--- src/rtl/u8dec_pkg.sv ---
// shared types and constants for the utf-8 code point decoder
package u8dec_pkg;

  localparam int unsigned BYTE_W = 8;
  localparam int unsigned CP_W   = 31;
  localparam int unsigned LEN_W  = 3;
  localparam int unsigned FLAG_W = 3;
  localparam int unsigned TDATA_OUT_W = ((CP_W + LEN_W + 7) / 8) * 8;

  localparam logic [LEN_W-1:0] LEN_ONE = 3'd1;

  // newline code points
  localparam logic [CP_W-1:0] CP_LF  = 31'h0000_000A;
  localparam logic [CP_W-1:0] CP_VT  = 31'h0000_000B;
  localparam logic [CP_W-1:0] CP_FF  = 31'h0000_000C;
  localparam logic [CP_W-1:0] CP_CR  = 31'h0000_000D;
  localparam logic [CP_W-1:0] CP_NEL = 31'h0000_0085;
  localparam logic [CP_W-1:0] CP_LS  = 31'h0000_2028;
  localparam logic [CP_W-1:0] CP_PS  = 31'h0000_2029;

  // whitespace code points
  localparam logic [CP_W-1:0] CP_NUL      = 31'h0000_0000;
  localparam logic [CP_W-1:0] CP_TAB      = 31'h0000_0009;
  localparam logic [CP_W-1:0] CP_SPACE    = 31'h0000_0020;
  localparam logic [CP_W-1:0] CP_NBSP     = 31'h0000_00A0;
  localparam logic [CP_W-1:0] CP_OGHAM    = 31'h0000_1680;
  localparam logic [CP_W-1:0] CP_EN_QUAD  = 31'h0000_2000;
  localparam logic [CP_W-1:0] CP_HAIR_SP  = 31'h0000_200A;
  localparam logic [CP_W-1:0] CP_NNBSP    = 31'h0000_202F;
  localparam logic [CP_W-1:0] CP_MMSP     = 31'h0000_205F;
  localparam logic [CP_W-1:0] CP_IDEO_SP  = 31'h0000_3000;

  typedef struct packed {
    logic [CP_W-1:0]  code_point;
    logic [LEN_W-1:0] byte_count;
    logic             stray_byte;
  } u8dec_seq_res_t;

  typedef struct packed {
    logic is_whitespace;
    logic is_newline;
  } u8dec_flags_t;

endpackage

--- src/rtl/u8dec_seq.sv ---
// sequence assembler: lead byte decode, continuation shift-in, completion
module u8dec_seq
  import u8dec_pkg::*;
(
  input  logic              clk,
  input  logic              rst_n,
  input  logic              step,
  input  logic [BYTE_W-1:0] data_byte,
  output logic              res_vld,
  output u8dec_seq_res_t    res
);

  logic [CP_W-1:0]  partial_r, partial_nxt;
  logic [LEN_W-1:0] left_r, left_nxt;
  logic [LEN_W-1:0] seq_len_r, seq_len_nxt;
  logic [CP_W-1:0]  shifted;

  assign shifted = {partial_r[CP_W-7:0], data_byte[5:0]};

  always_comb begin
    partial_nxt = partial_r;
    left_nxt    = left_r;
    seq_len_nxt = seq_len_r;
    res_vld     = 1'b0;
    res         = '{code_point: '0, byte_count: LEN_ONE, stray_byte: 1'b0};
    if (left_r != '0) begin
      partial_nxt    = shifted;
      left_nxt       = left_r - LEN_ONE;
      res_vld        = (left_r == LEN_ONE);
      res.code_point = shifted;
      res.byte_count = seq_len_r;
    end else if (data_byte[7:6] == 2'b10) begin
      res_vld        = 1'b1;
      res.stray_byte = 1'b1;
    end else if (!data_byte[7]) begin
      res_vld        = 1'b1;
      res.code_point = {{(CP_W-BYTE_W){1'b0}}, data_byte};
    end else begin
      // lead byte: count of leading ones after 11 sets the length
      unique casez (data_byte[5:2])
        4'b0???: begin
          seq_len_nxt = 3'd2;
          partial_nxt = {{(CP_W-5){1'b0}}, data_byte[4:0]};
        end
        4'b10??: begin
          seq_len_nxt = 3'd3;
          partial_nxt = {{(CP_W-4){1'b0}}, data_byte[3:0]};
        end
        4'b110?: begin
          seq_len_nxt = 3'd4;
          partial_nxt = {{(CP_W-3){1'b0}}, data_byte[2:0]};
        end
        4'b1110: begin
          seq_len_nxt = 3'd5;
          partial_nxt = {{(CP_W-2){1'b0}}, data_byte[1:0]};
        end
        default: begin
          seq_len_nxt = 3'd6;
          partial_nxt = {{(CP_W-1){1'b0}}, data_byte[0]};
        end
      endcase
      left_nxt = seq_len_nxt - LEN_ONE;
    end
  end

  always_ff @(posedge clk) begin
    if (!rst_n) begin
      partial_r <= '0;
      left_r    <= '0;
      seq_len_r <= '0;
    end else if (step) begin
      partial_r <= partial_nxt;
      left_r    <= left_nxt;
      seq_len_r <= seq_len_nxt;
    end
  end

endmodule

--- src/rtl/u8dec_class.sv ---
// code point classifier: newline and whitespace flags
module u8dec_class
  import u8dec_pkg::*;
(
  input  logic            count_newlines,
  input  logic [CP_W-1:0] code_point,
  output u8dec_flags_t    flags
);

  logic nl;
  logic sp;

  always_comb begin
    nl = (code_point == CP_LF)  || (code_point == CP_VT) || (code_point == CP_FF) ||
         (code_point == CP_CR)  || (code_point == CP_NEL) ||
         (code_point == CP_LS)  || (code_point == CP_PS);
    sp = (code_point == CP_NUL)   || (code_point == CP_SPACE) ||
         (code_point == CP_TAB)   || (code_point == CP_NBSP) ||
         (code_point == CP_OGHAM) ||
         ((code_point >= CP_EN_QUAD) && (code_point <= CP_HAIR_SP)) ||
         (code_point == CP_NNBSP) || (code_point == CP_MMSP) ||
         (code_point == CP_IDEO_SP);
    flags.is_newline    = nl;
    flags.is_whitespace = sp || (nl && count_newlines);
  end

endmodule

--- src/rtl/utf8_code_point_decoder_core.sv ---
// utf-8 code point decoder top level: input register, decode, result register
//
// channel | dir | transfer       | payload
// in_     | in  | one raw byte   | tdata[7:0] data_byte
// out_    | out | one code point | tdata code_point/byte_count, tuser flags
// cfg_    | in  | register write | data[0] count_newlines
//
// one byte is taken per cycle while in_tready is high; the input register feeds the sequence
// assembler and classifier, whose result is registered in the output register.
// a completed sequence shows on out_tvalid once its last byte has passed through the
// input register and its result has been written to the output register.
// when out_tready is low with a result held, the input register holds and in_tready
// drops only once it is also full.
// rst_n is synchronous; after reset count_newlines is 1 and no sequence is open.
module utf8_code_point_decoder_core
  import u8dec_pkg::*;
(
  input  logic                   clk,
  input  logic                   rst_n,
  input  logic                   in_tvalid,
  output logic                   in_tready,
  input  logic [BYTE_W-1:0]      in_tdata,   // [7:0] data_byte
  output logic                   out_tvalid,
  input  logic                   out_tready,
  output logic [TDATA_OUT_W-1:0] out_tdata,  // [30:0] code_point, [33:31] byte_count
  output logic [FLAG_W-1:0]      out_tuser,  // [0] is_whitespace, [1] is_newline, [2] stray_byte
  input  logic                   cfg_valid,
  output logic                   cfg_ready,
  input  logic                   cfg_data    // [0] count_newlines
);

  logic              count_nl_r;
  logic              in_vld_r;
  logic [BYTE_W-1:0] in_byte_r;
  logic              out_vld_r, out_vld_nxt;
  u8dec_seq_res_t    out_res_r;
  u8dec_flags_t      out_flags_r;

  logic           out_free;
  logic           step;
  logic           res_vld;
  u8dec_seq_res_t res;
  u8dec_flags_t   flags;

  assign cfg_ready = 1'b1;
  assign out_free  = !out_vld_r || out_tready;
  assign step      = in_vld_r && out_free;
  assign in_tready = !in_vld_r || out_free;

  always_ff @(posedge clk) begin
    if (!rst_n) begin
      count_nl_r <= 1'b1;
    end else if (cfg_valid && cfg_ready) begin
      count_nl_r <= cfg_data;
    end
  end

  always_ff @(posedge clk) begin
    if (!rst_n) begin
      in_vld_r <= 1'b0;
    end else if (in_tready) begin
      in_vld_r <= in_tvalid;
    end
  end

  always_ff @(posedge clk) begin
    if (in_tready && in_tvalid) begin
      in_byte_r <= in_tdata;
    end
  end

  u8dec_seq u_seq (
    .clk       (clk),
    .rst_n     (rst_n),
    .step      (step),
    .data_byte (in_byte_r),
    .res_vld   (res_vld),
    .res       (res)
  );

  u8dec_class u_class (
    .count_newlines (count_nl_r),
    .code_point     (res.code_point),
    .flags          (flags)
  );

  always_comb begin
    out_vld_nxt = out_vld_r;
    if (out_free) begin
      out_vld_nxt = step && res_vld;
    end
  end

  always_ff @(posedge clk) begin
    if (!rst_n) begin
      out_vld_r <= 1'b0;
    end else begin
      out_vld_r <= out_vld_nxt;
    end
  end

  always_ff @(posedge clk) begin
    if (step && res_vld) begin
      out_res_r   <= res;
      out_flags_r <= flags;
    end
  end

  assign out_tvalid = out_vld_r;
  assign out_tdata  = {{(TDATA_OUT_W-CP_W-LEN_W){1'b0}},
                       out_res_r.byte_count, out_res_r.code_point};
  assign out_tuser  = {out_res_r.stray_byte, out_flags_r.is_newline,
                       out_flags_r.is_whitespace};

  // a stray byte always reports code point zero, one byte, whitespace, no newline
  a_stray_shape: assert property (@(posedge clk) disable iff (!rst_n)
    out_tvalid && out_tuser[2] |->
      out_tdata[CP_W-1:0] == '0 && out_tdata[CP_W+LEN_W-1:CP_W] == LEN_ONE &&
      out_tuser[0] && !out_tuser[1])
    else $error("stray result malformed");

  // byte count stays within one to six
  a_count_range: assert property (@(posedge clk) disable iff (!rst_n)
    out_tvalid |-> out_tdata[CP_W+LEN_W-1:CP_W] != 3'd0 &&
                   out_tdata[CP_W+LEN_W-1:CP_W] != 3'd7)
    else $error("byte count out of range");

  // an accepted byte always occupies the input register next cycle
  a_in_capture: assert property (@(posedge clk) disable iff (!rst_n)
    in_tvalid && in_tready |=> in_vld_r)
    else $error("accepted byte lost");

  // a held result is not overwritten by a new decode
  a_no_overwrite: assert property (@(posedge clk) disable iff (!rst_n)
    out_vld_r && !out_tready |-> !step)
    else $error("decode advanced into a full output register");

endmodule
--- config.mk ---
export PLATFORM = sky130hd
export DESIGN_NAME = utf8_code_point_decoder_core
export DESIGN_NICKNAME = d
export VERILOG_FILES = /design/src/rtl/u8dec_pkg.sv /design/src/rtl/u8dec_seq.sv /design/src/rtl/u8dec_class.sv /design/src/rtl/utf8_code_point_decoder_core.sv
export SDC_FILE = /design/constraint.sdc
export NUM_CORES = 1
export LEC_CHECK = 0
export ABC_AREA = 1
export ABC_CLOCK_PERIOD_IN_PS = 8000
export BUFFER_PORTS_ARGS = -buffer_cell sky130_fd_sc_hd__buf_2
export CAP_MARGIN = 30
export CORE_UTILIZATION = 60
export CTS_BUF_LIST = sky130_fd_sc_hd__clkbuf_16
export DETAILED_ROUTE_END_ITERATION = 8
export MAX_ROUTING_LAYER = met4
export PLACE_DENSITY = 0.94
export SLEW_MARGIN = 20
export SYNTH_ARGS = -nofsm -noshare
export SYNTH_HDL_FRONTEND = slang
export SYNTH_SLANG_ARGS = --single-unit
--- constraint.sdc ---
create_clock -name clk -period 8 [get_ports clk]
set_input_delay 2 -clock clk [delete_from_list [all_inputs] [get_ports clk]]
set_output_delay 2 -clock clk [all_outputs]
set_load 0.02 [all_outputs]
# ---- Word level (Yosys, flattened, before mapping)
# Cells that the tools add are included.
dict set report word_totals {
  output_inout_bits 46
  latchBits 0
  mem_bits_rw 0
  reg_bits 79
  word_cells 86
  n_memories 0
  mem_bits_ro 0
}
dict set report classes {
  bitwise_logic 3
  n_reduce_logical 29
  n_div 0
  add_sub_neg 2
  mux 18
  order_cmp 2
  shifts 0
  eq_ne 20
  n_mul 0
}
# op n
set ops {}
lappend ops {{== test 31 x 14 -> 1 bit (second input constant)} 5}
lappend ops {{== test 31 x 4 -> 1 bit (second input constant)} 5}
lappend ops {{2-to-1 mux 25 bit} 3}
lappend ops {{== test 31 x 8 -> 1 bit (second input constant)} 2}
lappend ops {{2-to-1 mux 31 bit} 2}
lappend ops {{== test 31 x 13 -> 1 bit (second input constant)} 1}
lappend ops {{== test 31 x 6 -> 1 bit (second input constant)} 1}
lappend ops {{greater-or-equal comparator 31 x 14 -> 1 bit (second input constant)} 1}
lappend ops {{less-or-equal comparator 31 x 14 -> 1 bit (second input constant)} 1}
lappend ops {{zero test 31 bit} 1}
lappend ops {{case mux 5 bit (4 select lines)} 1}
lappend ops {{2-to-1 mux 3 bit} 6}
lappend ops {{logical OR 1 bit} 17}
lappend ops {{case mux 3 bit (4 select lines)} 1}
lappend ops {{2-to-1 mux 7 bit} 1}
lappend ops {{subtractor 3 x 1 -> 3 bit (second input constant)} 2}
lappend ops {{logical AND 1 bit} 5}
lappend ops {{== test 2 bit (second input constant)} 2}
lappend ops {{== test 4 bit (second input constant)} 1}
lappend ops {{2-to-1 mux 1 bit} 4}
lappend ops {{AND reduction 4 bit} 1}
lappend ops {{== test 3 x 1 -> 1 bit (second input constant)} 1}
lappend ops {{== test 3 bit (second input constant)} 1}
lappend ops {{inverter 1 bit} 3}
lappend ops {{5 further kinds} 6}

# ---- Longest topological paths before layout
# Gate-level depths: netlist (run 1).
dict set report logic_depth {
  word_depth 13
  mapped_depth 15
}

# ---- By module
# A second synthesis (run 1) with hierarchy kept.
dict set report unflattened {
  cells_unflattened 445
  area_unflattened_um2 3799.9
}
# module cells_per_inst seq_area_each_um2 area_per_inst_um2 n_inst
set modules_own_cells {}
lappend modules_own_cells {u8dec_seq 268 620.6 1784.2 1}
lappend modules_own_cells {utf8_code_point_decoder_core 76 1411.4 1550.2 1}
lappend modules_own_cells {u8dec_class 101 0.0 465.4 1}

# ---- Worst setup path after synthesis (run 1)
# Ideal clock, no wire load.
dict set report synth_path {
  path_type {input to register}
  from {input port out_tready}
  to {register out_res_r (netlist bit out_tdata[0]), enable pin}
  cell_stages 4
  slack_ps 2701
  path_buffers 0
  required_time_ps 7520
  t_arrival_ps 4819
  setup_time_ps 480
  path_cell_list {inv_1 > nand2_1 > nand2_1 > nor3_1}
}
dict set report synth_via {
  elab_chain_len 3
}
# item line_no
set synth_lines {}
lappend synth_lines {{from (decl)} utf8_code_point_decoder_core.sv:24} ;# input logic out_tready,
lappend synth_lines {{logical OR 1 bit} utf8_code_point_decoder_core.sv:46} ;# assign out_free = !out_vld_r || out_tready;
lappend synth_lines {{logical AND 1 bit} utf8_code_point_decoder_core.sv:47} ;# assign step = in_vld_r && out_free;
lappend synth_lines {{logical AND 1 bit} utf8_code_point_decoder_core.sv:103} ;# if (step && res_vld) begin
lappend synth_lines {{to (signal assigned)} utf8_code_point_decoder_core.sv:104} ;# out_res_r <= res;
lappend synth_lines {{to (decl)} utf8_code_point_decoder_core.sv:36} ;# u8dec_seq_res_t out_res_r;
# Every way passes these cells.
# A chain may end at the register's enable or synchronous reset.

# ---- Worst setup path in the final report (run 1)
dict set report layout_path {
  from {input port out_tready}
  to {output port in_tready}
}
dict set report layout_via {
  elab_chain_len 2
}
# item line_no
set layout_lines {}
lappend layout_lines {{logical OR 1 bit} utf8_code_point_decoder_core.sv:46}
lappend layout_lines {{logical OR 1 bit} utf8_code_point_decoder_core.sv:48} ;# assign in_tready = !in_vld_r || out_free;
lappend layout_lines {{to (decl)} utf8_code_point_decoder_core.sv:21} ;# output logic in_tready,
# Every way passes these cells.

==> results of run 1 <==
==> cell usage in the layout (no fill, tap or decap), types with 9 or more instances in the layout <==
master      n
inv_1      53
edfxtp_1   45
dfxtp_1    34
o21ai_0    26
nor2_1     48
clkbuf_16   9
nand2_1    92
a21oi_1    30
nand3_1    19
buf_2      52
==> worst max-delay path: stages <==
cell	delay, ns
buf_2	0.09
inv_1	0.06
nand3_1	0.11
buf_2	0.18
==> stage by stage <==
| stage | worst slack, ns | util | instance area (um2) |
|---|---|---|---|
| 2_1_floorplan | 2.70 | - | 3610 |
| 5_1_grt | 3.52 | 0.732 | 4130 |
| 3_5_place_dp | 3.56 | 0.685 | 3860 |
| 6_report | 3.56 | 0.732 | 4130 |
| 4_1_cts | 3.56 | 0.732 | 4130 |
| 3_3_place_gp | 3.59 | 0.683 | 3850 |
==> cell type report <==
type / count / area share
flip-flops and latches: 79 / 0.492
multi-input cells: 263 / 0.302
repair buffers: 55 / 0.0694
clock buffers: 9 / 0.0546
inverters: 56 / 0.0509
well taps: 72 / 0.0218
clock inverters: 7 / 0.00940
==> kinds of logic after synthesis <==
| group | count (synthesis) | share of synthesized area |
|---|---|---|
| AOI/OAI and AO/OA | 66 | 0.0989 |
| xor gates and xnor gates | 2 | 0.00488 |
| adders and majority gates | 4 | 0.0139 |
| buffers and inverters | 75 | 0.0947 |
| DFF | 79 | 0.565 |
| other | 2 | 0.00209 |
| and+or+nand+nor | 184 | 0.220 |
==> per-layer routing <==
metal / share of wire / vias to the layer above / GRT usage
met1: 0.40 / 1414 / 0.323
met2: 0.48 / 177 / 0.419
met3: 0.089 / 37 / 0.0811
li1: - / 1435 / -
met4: 0.037 / 0 / 0.164
met5: 0 / - / -
==> flip-flops by register name, indices dropped and copies added (netlist names) <==
register and flops:
u_seq.partial_r 25, out_tdata 34, out_tuser 3, out_tvalid 1, count_nl_r 1, in_vld_r 1
in_byte_r 8, u_seq.seq_len_r 3, u_seq.left_r 3
==> power breakdown <==
group	internal [uW]	switching (uW)	leakage, uW
Clock	207	155	0.000130
Combinational	33.2	90.5	0.000968
Sequential	452	9.88	0.000703
Total	692	256	0.00180
==> worst min path at each step <==
stage / start / endpoint / slack (ns) / cells after the start
after CTS: u_seq.partial_r[10]$_SDFFE_PN0P_ / u_seq.partial_r[10]$_SDFFE_PN0P_ / 0.46 / 2
after global routing: u_seq.partial_r[10]$_SDFFE_PN0P_ / u_seq.partial_r[10]$_SDFFE_PN0P_ / 0.48 / 2
final: u_seq.partial_r[10]$_SDFFE_PN0P_ / u_seq.partial_r[10]$_SDFFE_PN0P_ / 0.46 / 2
after global placement: u_seq.partial_r[17]$_SDFFE_PN0P_ / u_seq.partial_r[17]$_SDFFE_PN0P_ / 0.45 / 2
after detailed placement: u_seq.partial_r[10]$_SDFFE_PN0P_ / u_seq.partial_r[10]$_SDFFE_PN0P_ / 0.45 / 2
after floorplan: u_seq.partial_r[10]$_SDFFE_PN0P_ / u_seq.partial_r[10]$_SDFFE_PN0P_ / 0.44 / 2
==> flow_summary.yaml, run 1 <==
die:
  ios: 60
  rows: 27
  dieHeight_um: 79.4
  dieArea_um2: 6300
  die_w_um: 79.4
  core-area_um2: 5640
  initial_core_util: 0.637
sta:
  holdWs_ns: 0.461
  drv_slew: 0
  max_slew_margin: 0.434
  max_freq_mhz: 225
  fin_skew_ns: 0.00532
  tightest_slew_ns: 0.849
  rsz0062_at_grt: "false"
  fin_crit_sh: 0.555
  hold_viol: 0
  setup-violations-final: 0
  setup-tns-final_ns: 0
  period_minus_slack_ns: 4.44
setup_path:
  r2r_start: "u_seq.left_r[0]$_SDFFE_PN0P_"
  r2r_cells: 10
  r2r_setup_slack_ns: 5.14
  cp-end-kind: "primary output"
  crit_path_start_kind: "primary input"
  required_ns: 6.00
  crit_end: "in_tready"
  worstPathArrival_ns: 2.44
  startpoint: "out_tready"
  crit_fanout: 3
  r2r_end: "u_seq.partial_r[4]$_SDFFE_PN0P_"
  critPathKind: "primary input to primary output"
synth:
  yosysSeqAreaShare: 0.565
  async_reset_ff_frac: 0
  ys_types: 33
  yosysTopAreaCell: "edfxtp_1"
  yosysMostFrequentCell: "nand2_1"
  synthTopCellsByCount: "92 x nand2_1, 53 x inv_1, 48 x nor2_1"
  synth_top_area_share: 0.376
  synth_warnings: 0
  synth_edf_count: 45
  syn_inst: 412
  ys_seq_elements: 79
  synth_ff_type: "edfxtp_1"
  synth.area.top_cells: "edfxtp_1 38%, dfxtp_1 19%, nand2_1 9.6%, inv_1 5.5%, nor2_1 5.0%"
  synth.avg_cell_area_um2: 8.72
  netlist_area_um2: 3590
clock_network:
  cts_htree_levels: 3
  clock_latency_ns: 0.34
  root_buffer: "clkbuf_16"
  cts_resized: 0
  cts_buffers: 9
  cts_tree: "built"
  cts_max_path_buffers: 2
  cts_hold_buf: 0
  post_cts_buffers: 0
  cts.sinks: 79
  path_clk_slew_ns: 0.06
placed_design:
  dpl.hpwl_mm: 5.14
  place.port_buffers: 52
  dp_cells: 525
  gp_congestion: 0.878
global_routing:
  grt_max_degree: 34
  antenna_found_initial: 0
  grt_pass1_vias: 2716
  grt_usage: 0.275
  grt_pass1_wl_mm: 12.5
  grt-ovfl-total: 0
power:
  peakVddDrop_mv: 0.154
  power_density_nw_per_um2: 229
  power.total_uw: 947
  p_leak_uw: 0.00180
routing:
  wire_per_inst_um: 14.4
  ant_nets: 0
  vias: 3063
  vias_per_cell: 5.66
  dr.pass1.iters: 5
  routed_wl_mm: 7.77
  first_iter_violations: 318
  drc: 0
finish:
  syn_to_final_growth_pct: 14.9
  layout-drive-gt1-share: 0.181
  nFillCells: 372
  regArea_um2: 2030
  diodes: 0
  instances_no_fill: 541
  multiInputGateArea_um2: 1240
  nets: 482
worst_hold_path:
  hp-class: "flop to flop"
status:
  status: "finished, final reports clean"
flow_run:
  drv_cap: 0
Power figures use the tool's default switching activity.
==> run 2, diff against run 1 <==
--- a/config.mk
+++ b/config.mk
@@ -6,14 +6,14 @@
 export NUM_CORES = 1
 export LEC_CHECK = 0
 export ABC_AREA = 1
-export ABC_CLOCK_PERIOD_IN_PS = 8000
+export ABC_CLOCK_PERIOD_IN_PS = 4100
 export BUFFER_PORTS_ARGS = -buffer_cell sky130_fd_sc_hd__buf_2
 export CAP_MARGIN = 30
-export CORE_UTILIZATION = 60
+export CORE_UTILIZATION = 56
 export CTS_BUF_LIST = sky130_fd_sc_hd__clkbuf_16
 export DETAILED_ROUTE_END_ITERATION = 8
 export MAX_ROUTING_LAYER = met4
-export PLACE_DENSITY = 0.94
+export PLACE_DENSITY = 0.89
 export SLEW_MARGIN = 20
 export SYNTH_ARGS = -nofsm -noshare
 export SYNTH_HDL_FRONTEND = slang
==> constraint.sdc (replaced) <==
create_clock -name clk -period 4.1 [get_ports clk]
set_input_delay 1.025 -clock clk [delete_from_list [all_inputs] [get_ports clk]]
set_output_delay 1.025 -clock clk [all_outputs]
set_load 0.02 [all_outputs]
==> flow_summary.yaml, run 2 (same netlist as run 1, synthesis figures left out) <==
status:
  status: "finished, final reports clean"
global_routing:
  grt-ovfl-total: 0
  grt_usage: 0.264
  grt_max_degree: 34
  grt_pass1_wl_mm: 12.5
  grt_pass1_vias: 2756
  antenna_found_initial: 0
finish:
  fin_area_um2: 4180
  layout-drive-gt1-share: 0.181
  diodes: 0
  final_common_cell: "nand2_1"
  nets: 482
  mostFrequentLayoutCells: "92 x nand2_1, 53 x inv_1, 52 x buf_2, 48 x nor2_1, 45 x edfxtp_1"
  largest_register_ffs: 34
  syn_to_final_growth_pct: 16.3
  utilization: 0.690
sta:
  period_minus_slack_ns: 2.48
  max_slew_margin: 0.407
  fin_crit_sh: 0.605
  fin_skew_ns: 0.00518
  setup-violations-final: 0
  setup_slack_ns: 1.62
  setup-tns-final_ns: 0
  rsz0062_at_grt: "false"
  tightest_slew_ns: 0.887
  max_freq_mhz: 403
  drv_slew: 0
  hold_viol: 0
routing:
  vias_per_cell: 5.48
  wire_per_inst_um: 14.4
  dr.pass1.iters: 7
  routed_wl_mm: 7.82
  drc: 0
  ant_nets: 0
  vias: 2982
  first_iter_violations: 256
placed_design:
  place.port_buffers: 52
  dpl.hpwl_mm: 5.37
  placed_area_um2: 3890
  gp_congestion: 0.847
  pre_cts_slack_ns: 1.44
power:
  peakVddDrop_mv: 0.302
  power.total_uw: 1920
  power_density_nw_per_um2: 459
  p_leak_uw: 0.00182
die:
  rows: 28
  dieArea_um2: 6740
  ios: 60
  dieHeight_um: 82.1
  initial_core_util: 0.593
  die_w_um: 82.1
  core-area_um2: 6060
worst_hold_path:
  hp-class: "flop to flop"
setup_path:
  required_ns: 3.07
  cp-end-kind: "primary output"
  r2r_cells: 11
  critPathKind: "primary input to primary output"
  startpoint: "out_tready"
  r2r_start: "u_seq.left_r[0]$_SDFFE_PN0P_"
  crit_fanout: 3
  worstPathArrival_ns: 1.46
  crit_end: "in_tready"
  r2r_setup_slack_ns: 1.62
  r2r_end: "u_seq.partial_r[1]$_SDFFE_PN0P_"
  crit_path_start_kind: "primary input"
clock_network:
  clock_latency_ns: 0.34
  cts_buffers: 9
  post_cts_buffers: 0
  cts_resized: 0
  cts.sinks: 79
  cts_htree_levels: 3
  path_clk_slew_ns: 0.06
  root_buffer: "clkbuf_16"
  cts_max_path_buffers: 2
  cts_hold_buf: 0
  cts_tree: "built"
flow_run:
  drv_cap: 0
[run 2: cell count changes in the layout (fill, tap and decap cells not counted)]
cell,previous run,this run
inv_6,1,0
buf_6,1,0
nor3_4,0,1
bufinv_16,0,1
clkinv_4,0,1
nor3_2,2,1
clkinv_2,3,2
buf_12,0,1
buf_8,0,1
buf_4,2,1
[run 2: metal layers]
layer	vias up	GRT usage	share of wire
met4	0	0.156	0.037
met2	146	0.411	0.49
met5	-	-	0
li1	1439	-	-
met1	1366	0.310	0.40
met3	31	0.0670	0.070
[run 2: area by class of cell]
type | instances | area, um2
inverter | 56 | 210
clock buffer | 9 | 225
multi-input combinational | 263 | 1250
tap | 75 | 93.8
sequential | 79 | 2030
clock inverter | 7 | 63.8
timing repair buffer | 55 | 303
fill | 444 | 1880
[run 2: critical path, stage by stage]
cell and delay [ns]:
buf_2 0.09, inv_1 0.06, nand3_1 0.10, buf_2 0.18
[run 2: report_power, final]
| group | total [uW] | leakage (uW) | switching, uW | internal, uW |
|---|---|---|---|---|
| Combinational | 245 | 0.000974 | 177 | 67.7 |
| Sequential | 901 | 0.000703 | 19.3 | 882 |
| Clock | 772 | 0.000140 | 307 | 465 |
[run 2: stage by stage]
stage	hold slack [ns]	std cells
after CTS	0.467	544
after global placement	0.449	527
final	0.467	544
after detailed placement	0.459	528
after global routing	0.496	544
after floorplan	0.440	417
[run 2: worst min path at each step]
stage	startpoint	to	slack (ns)	cells after the start
6_report	u_seq.partial_r[10]$_SDFFE_PN0P_	u_seq.partial_r[10]$_SDFFE_PN0P_	0.47	2
5_1_grt	u_seq.partial_r[10]$_SDFFE_PN0P_	u_seq.partial_r[10]$_SDFFE_PN0P_	0.50	2
4_1_cts	u_seq.partial_r[10]$_SDFFE_PN0P_	u_seq.partial_r[10]$_SDFFE_PN0P_	0.47	2
3_5_place_dp	u_seq.partial_r[10]$_SDFFE_PN0P_	u_seq.partial_r[10]$_SDFFE_PN0P_	0.46	2
3_3_place_gp	u_seq.partial_r[18]$_SDFFE_PN0P_	u_seq.partial_r[18]$_SDFFE_PN0P_	0.45	2
2_1_floorplan	u_seq.partial_r[10]$_SDFFE_PN0P_	u_seq.partial_r[10]$_SDFFE_PN0P_	0.44	2
